`config.mk`:
```
export PLATFORM = sky130hd
export DESIGN_NAME = rna_ctrl
export DESIGN_NICKNAME = d
export VERILOG_FILES = /design/src/rna_pkg.sv /design/src/rna_ctrl.sv
export SDC_FILE = /design/constraint.sdc
export NUM_CORES = 1
export LEC_CHECK = 0
export BUFFER_PORTS_ARGS = -buffer_cell sky130_fd_sc_hd__buf_2
export CAP_MARGIN = 10
export CORE_UTILIZATION = 61
export DETAILED_ROUTE_END_ITERATION = 10
export MAX_ROUTING_LAYER = met4
export PLACE_DENSITY = 0.88
export SLEW_MARGIN = 20
export SYNTH_ARGS = -nofsm -noshare
export SYNTH_HDL_FRONTEND = slang
export SYNTH_SLANG_ARGS = --single-unit
```
`constraint.sdc`:
```
create_clock -name clock -period 3 [get_ports clock]
set_input_delay 0.15 -clock clock [delete_from_list [all_inputs] [get_ports clock]]
set_output_delay 0.15 -clock clock [all_outputs]
set_load 0.005 [all_outputs]
```
`src/rna_pkg.sv`:
```
// ----------------------------------------------------------------------------
// rna_pkg
// Shared opcodes, command and status types for the rational number alu.
// ----------------------------------------------------------------------------
package rna_pkg;

   // request opcodes
   localparam logic [3:0] OP_ADD = 4'd0;
   localparam logic [3:0] OP_SUB = 4'd1;
   localparam logic [3:0] OP_MUL = 4'd2;
   localparam logic [3:0] OP_DIV = 4'd3;
   localparam logic [3:0] OP_POW = 4'd4;
   localparam logic [3:0] OP_RED = 4'd5;
   localparam logic [3:0] OP_EQ  = 4'd6;
   localparam logic [3:0] OP_LT  = 4'd7;
   localparam logic [3:0] OP_LE  = 4'd8;
   localparam logic [3:0] OP_GT  = 4'd9;
   localparam logic [3:0] OP_GE  = 4'd10;

   // datapath actions
   typedef enum logic [3:0] {
      DP_NONE, DP_LOAD, DP_NEG_BN, DP_MUL, DP_ADD, DP_COPY_A, DP_GCD,
      DP_DIV_NUM, DP_DIV_DEN, DP_SIGN, DP_POW_INIT, DP_POW_STEP,
      DP_POW_NUM_END, DP_POW_DEN_END, DP_CMP, DP_OUT
   } dp_op_type;

   // multiplier operand sources
   typedef enum logic [2:0] {
      SRC_AN, SRC_AD, SRC_BN, SRC_BD, SRC_RN, SRC_RD, SRC_ACC
   } src_type;

   // iterative unit destinations
   typedef enum logic [1:0] {DST_RN, DST_RD, DST_TMP, DST_ACC} dst_type;

   // iterative unit modes
   typedef enum logic [1:0] {U_MUL, U_DIV, U_GCD} unit_type;

   typedef struct packed {
      dp_op_type op;
      src_type   src_a;
      src_type   src_b;
      dst_type   dst;
   } cmd_type;

   typedef struct packed {
      logic       busy;
      logic       rd_zero;
      logic       ecnt_zero;
      logic       out_free;
      logic [3:0] opcode;
   } stat_type;

   typedef enum logic [4:0] {
      ST_IDLE, ST_DISPATCH, ST_NEGB, ST_MUL1, ST_MUL2, ST_ADD, ST_MULD, ST_MULN,
      ST_DIVN, ST_DIVD, ST_CMP1, ST_CMP2, ST_CMP, ST_COPY, ST_RED, ST_QN, ST_QD,
      ST_SIGN, ST_PINIT, ST_PN, ST_PD, ST_WAIT, ST_OUT
   } ctrl_state_type;

endpackage

```
`src/rna_ctrl.sv`:
```
// ----------------------------------------------------------------------------
// rna_ctrl
// Sequencer that steps the datapath through each operation.
// ----------------------------------------------------------------------------
module rna_ctrl (
   input  logic              clock,
   input  logic              reset,
   input  logic              req_valid,
   output logic              req_ready,
   input  rna_pkg::stat_type stat,
   output rna_pkg::cmd_type  cmd
);
   import rna_pkg::*;

   ctrl_state_type state_ff, state_in;
   ctrl_state_type ret_ff, ret_in;

   // state registers
   always_ff @(posedge clock) begin
      if (reset) begin
         state_ff <= ST_IDLE;
         ret_ff   <= ST_IDLE;
      end else begin
         state_ff <= state_in;
         ret_ff   <= ret_in;
      end
   end

   // next state and commands
   always_comb begin
      state_in  = state_ff;
      ret_in    = ret_ff;
      req_ready = 1'b0;
      cmd       = '{op: DP_NONE, src_a: SRC_AN, src_b: SRC_AN, dst: DST_RN};
      case (state_ff)
         ST_IDLE: begin
            req_ready = 1'b1;
            if (req_valid) begin
               cmd.op   = DP_LOAD;
               state_in = ST_DISPATCH;
            end
         end
         ST_DISPATCH: begin
            case (stat.opcode)
               OP_ADD: state_in = ST_MUL1;
               OP_SUB: state_in = ST_NEGB;
               OP_MUL: state_in = ST_MULN;
               OP_DIV: state_in = ST_DIVN;
               OP_POW: state_in = ST_COPY;
               OP_RED: state_in = ST_COPY;
               OP_EQ:  state_in = ST_CMP1;
               OP_LT:  state_in = ST_CMP1;
               OP_LE:  state_in = ST_CMP1;
               OP_GT:  state_in = ST_CMP1;
               OP_GE:  state_in = ST_CMP1;
               default: state_in = ST_OUT;
            endcase
         end
         ST_NEGB: begin
            cmd.op   = DP_NEG_BN;
            state_in = ST_MUL1;
         end
         ST_MUL1: begin
            cmd = '{op: DP_MUL, src_a: SRC_AN, src_b: SRC_BD, dst: DST_TMP};
            ret_in = ST_MUL2;
            state_in = ST_WAIT;
         end
         ST_MUL2: begin
            cmd = '{op: DP_MUL, src_a: SRC_AD, src_b: SRC_BN, dst: DST_RN};
            ret_in = ST_ADD;
            state_in = ST_WAIT;
         end
         ST_ADD: begin
            cmd.op   = DP_ADD;
            state_in = ST_MULD;
         end
         ST_MULD: begin
            cmd = '{op: DP_MUL, src_a: SRC_AD, src_b: SRC_BD, dst: DST_RD};
            ret_in = ST_RED;
            state_in = ST_WAIT;
         end
         ST_MULN: begin
            cmd = '{op: DP_MUL, src_a: SRC_AN, src_b: SRC_BN, dst: DST_RN};
            ret_in = ST_MULD;
            state_in = ST_WAIT;
         end
         ST_DIVN: begin
            cmd = '{op: DP_MUL, src_a: SRC_AN, src_b: SRC_BD, dst: DST_RN};
            ret_in = ST_DIVD;
            state_in = ST_WAIT;
         end
         ST_DIVD: begin
            cmd = '{op: DP_MUL, src_a: SRC_AD, src_b: SRC_BN, dst: DST_RD};
            ret_in = ST_RED;
            state_in = ST_WAIT;
         end
         ST_CMP1: begin
            cmd = '{op: DP_MUL, src_a: SRC_AN, src_b: SRC_BD, dst: DST_TMP};
            ret_in = ST_CMP2;
            state_in = ST_WAIT;
         end
         ST_CMP2: begin
            cmd = '{op: DP_MUL, src_a: SRC_AD, src_b: SRC_BN, dst: DST_RN};
            ret_in = ST_CMP;
            state_in = ST_WAIT;
         end
         ST_CMP: begin
            cmd.op   = DP_CMP;
            state_in = ST_OUT;
         end
         ST_COPY: begin
            cmd.op   = DP_COPY_A;
            state_in = ST_RED;
         end
         // gcd only when the denominator is nonzero
         ST_RED: begin
            if (stat.rd_zero) begin
               state_in = ST_SIGN;
            end else begin
               cmd.op   = DP_GCD;
               ret_in   = ST_QN;
               state_in = ST_WAIT;
            end
         end
         ST_QN: begin
            cmd.op   = DP_DIV_NUM;
            ret_in   = ST_QD;
            state_in = ST_WAIT;
         end
         ST_QD: begin
            cmd.op   = DP_DIV_DEN;
            ret_in   = ST_SIGN;
            state_in = ST_WAIT;
         end
         ST_SIGN: begin
            cmd.op   = DP_SIGN;
            state_in = (stat.opcode == OP_POW) ? ST_PINIT : ST_OUT;
         end
         ST_PINIT: begin
            cmd.op   = DP_POW_INIT;
            state_in = ST_PN;
         end
         // raise numerator, then denominator
         ST_PN: begin
            if (stat.ecnt_zero) begin
               cmd.op   = DP_POW_NUM_END;
               state_in = ST_PD;
            end else begin
               cmd = '{op: DP_POW_STEP, src_a: SRC_ACC, src_b: SRC_RN, dst: DST_ACC};
               ret_in   = ST_PN;
               state_in = ST_WAIT;
            end
         end
         ST_PD: begin
            if (stat.ecnt_zero) begin
               cmd.op   = DP_POW_DEN_END;
               state_in = ST_OUT;
            end else begin
               cmd = '{op: DP_POW_STEP, src_a: SRC_ACC, src_b: SRC_RD, dst: DST_ACC};
               ret_in   = ST_PD;
               state_in = ST_WAIT;
            end
         end
         ST_WAIT: begin
            if (!stat.busy) begin
               state_in = ret_ff;
            end
         end
         ST_OUT: begin
            if (stat.out_free) begin
               cmd.op   = DP_OUT;
               state_in = ST_IDLE;
            end
         end
         default: state_in = ST_IDLE;
      endcase
   end

endmodule

```
==> Yosys cells after proc, flatten, opt, wreduce, memory -nomap -nowiden <==
Memory sizes are Yosys's and may differ from the RTL's.
Cells that the tools add are included.
{ "totals": {"reg_bits": 10, "mem_bits_ro": 80, "in_bits": 11, "output_inout_bits": 13, "word_cells": 63, "mem_count": 1} }
{ "op_classes": {"eq_ne": 29, "n_mux": 22, "reduce_logical": 9} }
{ "memory_table": {"columns": ["memory", "depth", "width", "read_ports", "rd_clocked_by_memory_dff", "wr", "line", "rtl"], "rows": [
  ["(no name shown)", 16, 5, 1, 0, 0, "rna_ctrl.sv:44", "case (stat.opcode)"]
]} }
{ "ops": {"columns": ["op", "count"], "rows": [
  ["5-bit case mux with 14 select lines", 1],
  ["8-bit case mux with 8 select lines", 1],
  ["5-bit case mux with 12 select lines", 1],
  ["4-bit case mux with 14 select lines", 1],
  ["5-bit by 4-bit == test with 1-bit output (second input constant)", 8],
  ["5-bit == test (second input constant)", 7],
  ["5-bit 2-to-1 mux", 6],
  ["5-bit by 3-bit == test with 1-bit output (second input constant)", 4],
  ["8-bit 2-to-1 mux", 2],
  ["3-bit 2-to-1 mux", 5],
  ["2-bit != test (second input constant)", 6],
  ["12-bit nonzero test", 1],
  ["5-bit by 2-bit == test with 1-bit output (second input constant)", 2],
  ["10-bit OR reduction", 1],
  ["8-bit OR reduction", 1],
  ["2-bit OR reduction", 3],
  ["5-bit by 1-bit == test with 1-bit output (second input constant)", 1],
  ["5-bit zero test", 1],
  ["4-bit by 3-bit == test with 1-bit output (second input constant)", 1],
  ["4-bit 2-to-1 mux", 1],
  ["4-bit AND reduction", 1],
  ["1-bit 2-to-1 mux", 3],
  ["3-bit AND reduction", 1],
  ["2-bit 2-to-1 mux", 1]
]} }

==> Depth between registers and ports, before layout <==
Gate-level depths: netlist of run 1.
{ "logic_depth": {"word_depth": 4, "mapped_depth": 7, "mapped_depth_nobuf": 5} }

==> Least setup slack after synthesis of run 1 <==
Ideal clock, no wire load.
{ "synth_timing": {"path_kind": "register -> output", "from": "reg state_ff[1]", "to": "out cmd[6] (netlist name)", "arrival_ns": 1.364, "required_ns": 2.850, "slack_ns": 1.486, "path_stages_with_launch": 6, "n_path_buf": 3, "path_cell_list": "dfxtp_1 > buf_4 > clkbuf_1 > a21oi_1 > nor3_1 > buf_4"} }
{ "synth_rtl": {"columns": ["element", "line", "rtl"], "rows": [
  ["start, declared", "rna_ctrl.sv:15", "ctrl_state_type state_ff, state_in;"],
  ["start signal, assigned", "rna_ctrl.sv:24", "state_ff <= state_in;"],
  ["end, declared", "rna_ctrl.sv:11", "output rna_pkg::cmd_type cmd"]
]} }

==> results of run 1 <==
## synthesized netlist by cell type, types with 4 or more instances
cell	count
o22ai_1	4
o211ai_1	4
nor2_1	16
dfxtp_1	10
nand2b_1	7
a21oi_1	19
nor2b_1	8
buf_2	7
inv_1	8
o21ai_0	16
buf_4	6
nand2_1	25
## final timing paths
kind	cells after the start	startpoint	slack [ns]	endpoint
setup reg to reg	5	state_ff[3]$_SDFFE_PP0P_	0.92	ret_ff[0]$_SDFFE_PP0P_
setup / recovery	6	state_ff[3]$_SDFFE_PP0P_	0.65	cmd[8]
hold reg to reg	2	ret_ff[4]$_SDFFE_PP0P_	0.53	ret_ff[4]$_SDFFE_PP0P_
hold / removal	2	reset	0.20	ret_ff[4]$_SDFFE_PP0P_
## layout make-up
cell class | count | area share [%]
Multi-Input combinational cell | 162 | 69.62
Sequential cell | 10 | 13.36
Timing Repair Buffer | 29 | 10.68
Inverter | 10 | 2.504
Tap cell | 28 | 2.337
Clock buffer | 3 | 1.503
## worst max-delay path: cells and delay by family (launching register included)
family	cells	cell delay (ns)
DFF	1	0.97
buffers and inverters	1	0.14
and+or+nand+nor	2	0.46
AOI/OAI and AO/OA	3	0.35
## layout by cell type, fill, tap and decap left out, drive strengths merged, types with 4 or more instances in the layout
master	instances
inv	10
buf	29
nor2b	10
a21oi	21
nand2	25
o22ai	4
nor3	4
dfxtp	10
nor2	16
a31oi	5
o21ai	19
o211ai	5
nand2b	7
## metal layers
metal / wire (um) / part of all wire (%) / vias to the layer above
met2: 2050 / 48 / 133
met3: 445 / 10 / 10
met1: 1659 / 39 / 777
met4: 86 / 2.0 / 0
met5: 0 / 0 / -
li1: - / - / 774
## flip-flops by register name, summed over array words and instances, names as in the netlist
signal / flops
state_ff: 5
ret_ff: 5
## power by group through the flow
stage | sequential (mW) | clock (mW) | combinational [mW]
after floorplan | 0.206 | 0 | 0.971
after global placement | 0.279 | 0 | 1.14
after detailed placement | 0.280 | 0 | 1.16
after CTS | 0.276 | 0.0902 | 1.17
after global routing | 0.290 | 0.0967 | 1.30
final | 0.284 | 0.0885 | 1.20
## logic make-up after synthesis
| logic type | after synthesis |
|---|---|
| DFF | 10 |
| AOI/OAI and AO/OA | 83 |
| and+or+nand+nor | 77 |
| buffers and inverters | 29 |
| muxes | 1 |
| xor gates and xnor gates | 1 |
## per-stage QoR
step / total power [mW] / hold WS [ns] / utilization (%) / setup slack [ns] / instances
after floorplan: 1.177 / 0.3325 / - / 1.486 / 201
after global placement: 1.423 / 0.4562 / 67.39 / 1.034 / 239
after detailed placement: 1.439 / 0.4672 / 67.39 / 0.9664 / 239
after CTS: 1.533 / 0.1957 / 68.42 / 0.7091 / 242
after global routing: 1.688 / 0.2016 / 68.42 / 0.4516 / 242
final: 1.574 / 0.2005 / 68.42 / 0.6510 / 242
==> flow_summary_export.csv, run 1 <==
group,metric,value,unit
yosys,netlist_area,0.001406,mm^2
yosys,syn_area_per_cell,6.997,um^2
detailed_routing,antenna_left,0,
detailed_routing,post-route-drc-count,0,
sta,worst-slew-pin-transition,0.9950,ns
power_and_ir_drop,pwr-share-seq,18.1,%
sta,finalHoldViolations,0,
yosys,synthAdderAreaFrac,0,%
cts,ctsRootBufferMaster,"clkbuf_4",
yosys,ys_ff_latch,10,
worst_setup_path,slowest_delay,0.97,ns
cts,clk_pin_slew,0.06,ns
floorplanning,die_area,0.002502,mm^2
sta,final_max_slew_viols,0,
sta,timing.final.crit_share,78.30,%
yosys,synthFlopType,"dfxtp_1",
detailed_routing,detailroute.via_count,1694,
power_and_ir_drop,combinationalPowerShare,76.3,%
floorplanning,floorplan.die.height,50.02,um
yosys,synth-warning-count,0,
cells_and_area,multiInputGateArea,0.001044,mm^2
floorplanning,placementRows,17,
cells_and_area,fillers,196,
place,placement.cell_area,0.001476,mm^2
cts,numClockSinks,10,
sta,timing.max_slew.rel_slack,33.57,%
cells_and_area,diodes,0,
power_and_ir_drop,max-vdd-ir-drop,805.5,uV
cts,hold_buffers,0,
cells_and_area,postLayoutCellArea,0.001499,mm^2
yosys,mux_share_of_post_synthesis_cell_area,0.7117,%
detailed_routing,detail_route.wl_per_cell,17.53,um
worst_setup_path,cp.arrival,2.20,ns
worst_setup_path,critical_path.max_fanout,30,
global_routing,use_met1,46.48,%
floorplanning,ios,24,
sta,fin_worst_skew,0.005172,ns
yosys,synth_cell_types,56,
cts,clock_tree.buffer_depth,2,
yosys,synth_enable_flop_cells,0,
global_routing,global_route.usage.total,37.40,%
global_routing,grt_start_max_net_pins,31,
cts,cts_tree,"built",
cts,numCtsBuffers,3,
power_and_ir_drop,total_leakage_power,0.5615,nW
sta,unrepaired_setup_endpoints_after_global_routing,"false",
yosys,ffs_w_async_s_r_synth,0,%
power_and_ir_drop,p_switching,0.8666,mW
worst_setup_path,end_kind,"output pin",
sta,final.setup.tns,0,ns
detailed_routing,drt_pre_antenna_iters,4,
yosys,largest_family_of_logic_cells_by_synthesized_area,"compound AO/OA/AOI/OAI gates",
worst_setup_path,crit_required,2.85,ns
cts,worst_skew_pair.late_latency,0.26,ns
sta,setup_viol,0,
global_routing,globalRoute.totalOverflow,0,
power_and_ir_drop,internal_power,0.7073,mW
cells_and_area,post_route_cells_drive_above_1_share,24.77,%
global_routing,global_route_wire_length_before_repair,7.058,mm
detailed_routing,finalWirelength,4.242,mm
yosys,netlist.top_cell.by_area,"dfxtp_1",
worst_setup_path,critical_path_class,"reg -> out",
run,maxCapViolations,0,
yosys,post_synth_and_or_nand_nor_area_fraction,30.25,%
worst_setup_path,crit_path_top_delay_cell,"dfxtp_1",
power_and_ir_drop,powerDensity,1050,mW/mm^2
sta,max_freq,425.7,MHz
detailed_routing,route.detailed.vias_per_inst,7.000,
power_and_ir_drop,share_clk_of_total_power,5.6,%
min_path,hold_path.class,"in -> reg",
yosys,yosys.area_share.xor_xnor,0.6228,%
global_routing,grt_util_met2,60.44,%
sta,finalCriticalPeriod,2.349,ns
power_and_ir_drop,p_sw_share,55.06,%
yosys,synth.top_cells.by_area,"dfxtp_1, a21oi_1, nand2_1",
floorplanning,design.core.area,0.002191,mm^2
cts,ctsHtreeMaxLevel,1,
cts,cts_setup_buffers,0,
cells_and_area,design.final.nets,227,
global_routing,initial_antenna_violation_count,0,
global_routing,globalRouteMet3Util,8.333,%
place,io_buffers,23,
place,gp_congestion,1.058,
floorplanning,initial_utilization,64.19,%
yosys,area_fraction_in_compound_gates_after_synthesis,42.62,%
yosys,netlist.area_leader.share,14.23,%
cells_and_area,areaGrowthSynthToFinish,6.584,%
floorplanning,dieWidth,50.02,um
detailed_routing,initialDrtViolationCount,153,
cts,post_cts.resized_instances,0,
cells_and_area,regArea,200.2,um^2
place,post_detailed_placement_half_perimeter_wirelength,3.137,mm
worst_setup_path,critical_path.startpoint_type,"flip-flop",
global_routing,globalRoute.busiestLayer,"met2",
yosys,synth_cells,201,
worst_setup_path,crit_chain,"nor2b_1 > a21oi_1 > o22ai_1 > nand2_1 > o211ai_1 > buf_2",
yosys,syn_nets,212,
run_status,run_status,"completed",
yosys,ys_seq_area_share,14.23,%
global_routing,grt_pass1_vias,1514,
Note: power is estimated with default switching activity, not from simulation.
==> run 2, diff against run 1 <==
--- a/config.mk
+++ b/config.mk
@@ -7,10 +7,10 @@
 export LEC_CHECK = 0
 export BUFFER_PORTS_ARGS = -buffer_cell sky130_fd_sc_hd__buf_2
 export CAP_MARGIN = 10
-export CORE_UTILIZATION = 61
+export CORE_UTILIZATION = 56
 export DETAILED_ROUTE_END_ITERATION = 10
 export MAX_ROUTING_LAYER = met4
-export PLACE_DENSITY = 0.88
+export PLACE_DENSITY = 0.82
 export SLEW_MARGIN = 20
 export SYNTH_ARGS = -nofsm -noshare
 export SYNTH_HDL_FRONTEND = slang
==> constraint.sdc (replaced) <==
create_clock -name clock -period 2.35 [get_ports clock]
set_input_delay 0.1175 -clock clock [delete_from_list [all_inputs] [get_ports clock]]
set_output_delay 0.1175 -clock clock [all_outputs]
set_load 0.005 [all_outputs]
==> flow_summary_export.csv, run 2 (same netlist as run 1, synthesis figures left out) <==
group,metric,value,unit
run_status,run_status,"completed",
power_and_ir_drop,internal_power,0.9365,mW
detailed_routing,initialDrtViolationCount,101,
worst_setup_path,critical_path.max_fanout,19,
power_and_ir_drop,combinationalPowerShare,75.7,%
run,maxCapViolations,0,
floorplanning,placementRows,17,
power_and_ir_drop,total_leakage_power,0.5745,nW
worst_setup_path,slowest_delay,0.74,ns
sta,minimum_setup_slack_in_the_final_design,0.1883,ns
sta,finalHoldViolations,0,
detailed_routing,post-route-drc-count,0,
sta,worst-slew-pin-transition,0.8155,ns
power_and_ir_drop,powerDensity,1362,mW/mm^2
detailed_routing,antenna_left,0,
cts,post_cts.resized_instances,0,
cts,cts_tree,"built",
cts,worst_skew_pair.late_latency,0.27,ns
detailed_routing,detailroute.via_count,1730,
cts,cts_setup_buffers,0,
place,pre_cts_slack,0.4489,ns
global_routing,grt_start_max_net_pins,28,
detailed_routing,route.detailed.vias_per_inst,7.090,
cells_and_area,highest_count_cells_in_the_layout_ignoring_fill_and_taps,"nand2_1, buf_2, a21oi_1",
worst_setup_path,crit_required,2.23,ns
power_and_ir_drop,p_switching,1.134,mW
cts,clock_tree.buffer_depth,2,
cells_and_area,top_regs,"ret_ff: 5 flops, state_ff: 5 flops",
cts,numClockSinks,10,
floorplanning,initial_utilization,61.22,%
cts,ctsHtreeMaxLevel,1,
floorplanning,floorplan.die.height,52.12,um
detailed_routing,finalWirelength,4.355,mm
place,post_detailed_placement_half_perimeter_wirelength,3.118,mm
sta,finalCriticalPeriod,2.162,ns
detailed_routing,drt_pre_antenna_iters,5,
floorplanning,die_area,0.002716,mm^2
cts,ctsRootBufferMaster,"clkbuf_4",
power_and_ir_drop,share_clk_of_total_power,7.5,%
detailed_routing,detail_route.wl_per_cell,17.85,um
cells_and_area,design.final.nets,228,
power_and_ir_drop,max-vdd-ir-drop,858.4,uV
min_path,hp-start,"reset",
cells_and_area,fillers,213,
cells_and_area,final_common_cell,"nand2_1",
worst_setup_path,cp.arrival,2.04,ns
power_and_ir_drop,pwr-share-seq,16.8,%
worst_setup_path,timing.critical_path.from,"state_ff[3]$_SDFFE_PP0P_",
sta,unrepaired_setup_endpoints_after_global_routing,"false",
cells_and_area,post_route_cells_drive_above_1_share,25.46,%
global_routing,globalRoute.totalOverflow,0,
sta,final_max_slew_viols,0,
worst_setup_path,crit_chain,"nor2b_1 > a21oi_1 > o22ai_1 > nand2_1 > o211ai_1 > buf_2",
floorplanning,dieWidth,52.12,um
sta,setup_viol,0,
worst_setup_path,critical_path.startpoint_type,"flip-flop",
worst_setup_path,launch_instance_of_the_worst_register_to_register_path,"state_ff[3]$_SDFFE_PP0P_",
place,numPlacedInstances,240,
cells_and_area,multiInputGateArea,0.001044,mm^2
cts,hold_buffers,0,
sta,timing.max_slew.rel_slack,45.52,%
power_and_ir_drop,p_sw_share,54.77,%
power_and_ir_drop,post-layout-total-power,2.071,mW
global_routing,global_route_wire_length_before_repair,7.245,mm
worst_setup_path,crit_path_top_delay_cell,"dfxtp_1",
sta,max_freq,462.6,MHz
floorplanning,ios,24,
cells_and_area,final-instance-count-excl-fill,244,
global_routing,initial_antenna_violation_count,0,
sta,final.setup.tns,0,ns
cells_and_area,diodes,0,
place,io_buffers,23,
global_routing,grt_pass1_vias,1583,
global_routing,global_route.usage.total,36.21,%
cells_and_area,areaGrowthSynthToFinish,8.096,%
min_path,hold_path.class,"in -> reg",
sta,timing.final.crit_share,91.99,%
sta,fin_worst_skew,0.002198,ns
cells_and_area,regArea,200.2,um^2
worst_setup_path,end_kind,"output pin",
cts,numCtsBuffers,3,
cts,clk_pin_slew,0.07,ns
floorplanning,design.core.area,0.002297,mm^2
worst_setup_path,critical_path_class,"reg -> out",
place,gp_congestion,1.013,
cells_and_area,finalCoreUtilization,66.18,%
-- run 2: changes by cell type in the layout (fill, tap and decap cells not counted), sizes merged --
cell and change:
buf +1, clkbuf +1
-- run 2: final timing paths --
check	cells past startpoint	to	slack, ns
max	6	cmd[8]	0.19
min	2	state_ff[4]$_SDFFE_PP0P_	0.15
max reg2reg	6	ret_ff[1]$_SDFFE_PP0P_	0.34
min reg2reg	2	ret_ff[0]$_SDFFE_PP0P_	0.52
-- run 2: metal layers --
| layer | vias up | routed length (um) | GRT usage, % | part of all wire (%) |
|---|---|---|---|---|
| met3 | 24 | 540 | 11.99 | 12 |
| met5 | - | 0 | - | 0 |
| met2 | 134 | 1933 | 52.99 | 44 |
| li1 | 776 | - | - | - |
| met4 | 0 | 180 | 16.22 | 4.1 |
| met1 | 796 | 1701 | 44.80 | 39 |
-- run 2: power by group through the flow --
stage	clock network, mW	logic, mW	registers, mW
final	0.155	1.57	0.349
after global routing	0.165	1.70	0.355
after CTS	0.157	1.51	0.341
after detailed placement	0	1.50	0.345
after global placement	0	1.48	0.337
after floorplan	0	1.24	0.263
-- run 2: per-stage QoR --
| step | cell area, um^2 | hold slack [ns] |
|---|---|---|
| 2_1_floorplan | 1406 | 0.3000 |
| 3_3_place_gp | 1484 | 0.4083 |
| 5_1_grt | 1520 | 0.1492 |
| 4_1_cts | 1520 | 0.1422 |
| 3_5_place_dp | 1484 | 0.4242 |
| 6_report | 1520 | 0.1545 |
-- run 2: layout make-up --
class,instances,area share [%]
well taps,28,2.305
flip-flops and latches,10,13.17
clock buffers,4,2.387
multi-input cells,162,68.64
repair buffers,30,11.03
inverters,10,2.469
-- run 2: critical path: cells and delay by family, from the launching register on --
family,cells,cell delay [ns]
AOI/OAI and AO/OA,3,0.36
buffers and inverters,1,0.14
DFF,1,0.74
and+or+nand+nor,2,0.53
==> run 3, diff against run 2 <==
--- a/config.mk
+++ b/config.mk
@@ -7,10 +7,12 @@
 export LEC_CHECK = 0
 export BUFFER_PORTS_ARGS = -buffer_cell sky130_fd_sc_hd__buf_2
 export CAP_MARGIN = 10
-export CORE_UTILIZATION = 56
+export CELL_PAD_IN_SITES_DETAIL_PLACEMENT = 2
+export CELL_PAD_IN_SITES_GLOBAL_PLACEMENT = 2
+export CORE_UTILIZATION = 31
 export DETAILED_ROUTE_END_ITERATION = 10
 export MAX_ROUTING_LAYER = met4
-export PLACE_DENSITY = 0.82
+export PLACE_DENSITY = 0.81
 export SLEW_MARGIN = 20
 export SYNTH_ARGS = -nofsm -noshare
 export SYNTH_HDL_FRONTEND = slang
==> constraint.sdc (replaced) <==
create_clock -name clock -period 2.35 [get_ports clock]
set_input_delay 0.47 -clock clock [delete_from_list [all_inputs] [get_ports clock]]
set_output_delay 0.47 -clock clock [all_outputs]
set_load 0.005 [all_outputs]
==> flow_summary_export.csv, run 3 (same netlist as run 1, synthesis figures left out) <==
group,metric,value,unit
cells_and_area,design.final.nets,234,
detailed_routing,finalWirelength,5.712,mm
sta,max_freq,455.2,MHz
power_and_ir_drop,max-vdd-ir-drop,448.4,uV
cells_and_area,post_route_cells_drive_above_1_share,30.18,%
sta,final_max_slew_viols,0,
power_and_ir_drop,total_leakage_power,0.6156,nW
cells_and_area,finalCoreUtilization,37.39,%
cells_and_area,highest_count_cells_in_the_layout_ignoring_fill_and_taps,"nand2_1, buf_2, a21oi_1",
cts,hold_buffers,0,
cells_and_area,areaGrowthSynthToFinish,15.75,%
sta,timing.final.crit_share,93.49,%
sta,fin_worst_skew,0.008157,ns
floorplanning,placementRows,24,
cts,cts_setup_buffers,0,
cells_and_area,top_regs,"ret_ff: 5 flops, state_ff: 5 flops",
run_status,run_status,"completed",
detailed_routing,route.detailed.vias_per_inst,6.011,
cells_and_area,final-instance-count-excl-fill,274,
detailed_routing,drt_pre_antenna_iters,4,
worst_setup_path,cp.arrival,1.73,ns
min_path,hold_path.class,"reg -> reg",
global_routing,grt_start_max_net_pins,20,
sta,fin_hold_ws,0.5221,ns
cts,clk_pin_slew,0.06,ns
place,post_detailed_placement_half_perimeter_wirelength,4.508,mm
worst_setup_path,critical_path_class,"reg -> out",
global_routing,global_route.usage.total,25.88,%
power_and_ir_drop,post-layout-total-power,2.291,mW
cells_and_area,final_common_cell,"nand2_1",
floorplanning,initial_utilization,32.30,%
floorplanning,floorplan.die.height,69.36,um
cells_and_area,diodes,0,
global_routing,globalRoute.totalOverflow,0,
cts,cts_tree,"built",
place,gp_congestion,0.8914,
detailed_routing,detail_route.wl_per_cell,20.85,um
detailed_routing,detailroute.via_count,1647,
sta,finalHoldViolations,0,
cts,ctsRootBufferMaster,"clkbuf_8",
detailed_routing,antenna_left,0,
place,io_buffers,23,
worst_setup_path,critical_path.max_fanout,17,
global_routing,global_route_wire_length_before_repair,9.466,mm
sta,timing.max_slew.rel_slack,65.37,%
sta,setup_viol,0,
floorplanning,ios,24,
run,maxCapViolations,0,
place,numPlacedInstances,270,
floorplanning,die_area,0.004810,mm^2
cts,numCtsBuffers,3,
floorplanning,dieWidth,69.36,um
global_routing,grt_pass1_vias,1808,
sta,unrepaired_setup_endpoints_after_global_routing,"false",
cts,worst_skew_pair.late_latency,0.25,ns
power_and_ir_drop,powerDensity,1407,mW/mm^2
cts,ctsHtreeMaxLevel,1,
worst_setup_path,end_kind,"output pin",
worst_setup_path,critical_path.startpoint_type,"flip-flop",
sta,finalCriticalPeriod,2.197,ns
global_routing,initial_antenna_violation_count,0,
detailed_routing,post-route-drc-count,0,
sta,worst-slew-pin-transition,0.5175,ns
cts,clock_tree.buffer_depth,2,
floorplanning,design.core.area,0.004354,mm^2
cts,numClockSinks,10,
sta,final.setup.tns,0,ns
detailed_routing,initialDrtViolationCount,87,
worst_setup_path,crit_required,1.88,ns
-- run 3: cell types whose count changed in the layout (fill, tap and decap cells not counted) --
cell      before  now
nor4_2         0    1
nor4_1         1    0
buf_4          7   13
o21ai_0       16   15
nor2b_2        2    3
o21ai_1        2    3
clkbuf_8       1    4
dfxtp_2        0    4
dfxtp_1       10    6
nor2b_1        8    7
clkbuf_4       3    0
-- run 3: final timing paths --
| path | from | endpoint | slack [ns] | depth (start not counted) |
|---|---|---|---|---|
| max | state_ff[3]$_SDFFE_PP0P_ | cmd[2] | 0.15 | 6 |
| min reg2reg | ret_ff[0]$_SDFFE_PP0P_ | ret_ff[0]$_SDFFE_PP0P_ | 0.52 | 2 |
| max reg2reg | state_ff[0]$_SDFFE_PP0P_ | ret_ff[3]$_SDFFE_PP0P_ | 0.51 | 6 |
| min | ret_ff[0]$_SDFFE_PP0P_ | ret_ff[0]$_SDFFE_PP0P_ | 0.52 | 2 |
-- run 3: what timing repair did --
item / CTS / global route
gates resized for setup: 1 / 6
cloned: 0 / 0
setup endpoints to repair: 1 / 8
-- run 3: worst max-delay path, cell delays in order (launching register included) --
cell and delay (ns):
dfxtp_2 0.48, buf_4 0.28, inv_1 0.13, nor2_1 0.26, nand2_1 0.09, o21ai_0 0.09, buf_2 0.13
-- run 3: per-stage QoR --
stage | area (um^2) | setup slack, ns
6_report | 1628 | 0.1530
5_1_grt | 1628 | 0.03552
4_1_cts | 1615 | 0.02723
3_5_place_dp | 1559 | 0.2673
3_3_place_gp | 1559 | 0.2577
2_1_floorplan | 1406 | 0.5160
-- run 3: area by class of cell --
class                   instances  area [um^2]
well taps                      52        65.06
inverters                      10        37.54
repair buffers                 36        212.7
fillers                       532         2726
multi-input cells             162         1052
clock buffers                   4        55.05
flip-flops and latches         10        205.2
-- run 3: routing by layer --
metal / up-vias / GRT usage (%) / wire [um] / part of all wire, %
met3: 17 / 2.616 / 208 / 3.6
met4: 0 / 12.02 / 182 / 3.2
li1: 783 / - / - / -
met2: 45 / 40.99 / 2680 / 47
met1: 802 / 33.13 / 2641 / 46
met5: - / - / 0 / 0
-- run 3: power breakdown --
group	internal, mW	switching, mW
clock network	0.148	0.0841
logic	0.672	1.04
registers	0.236	0.114
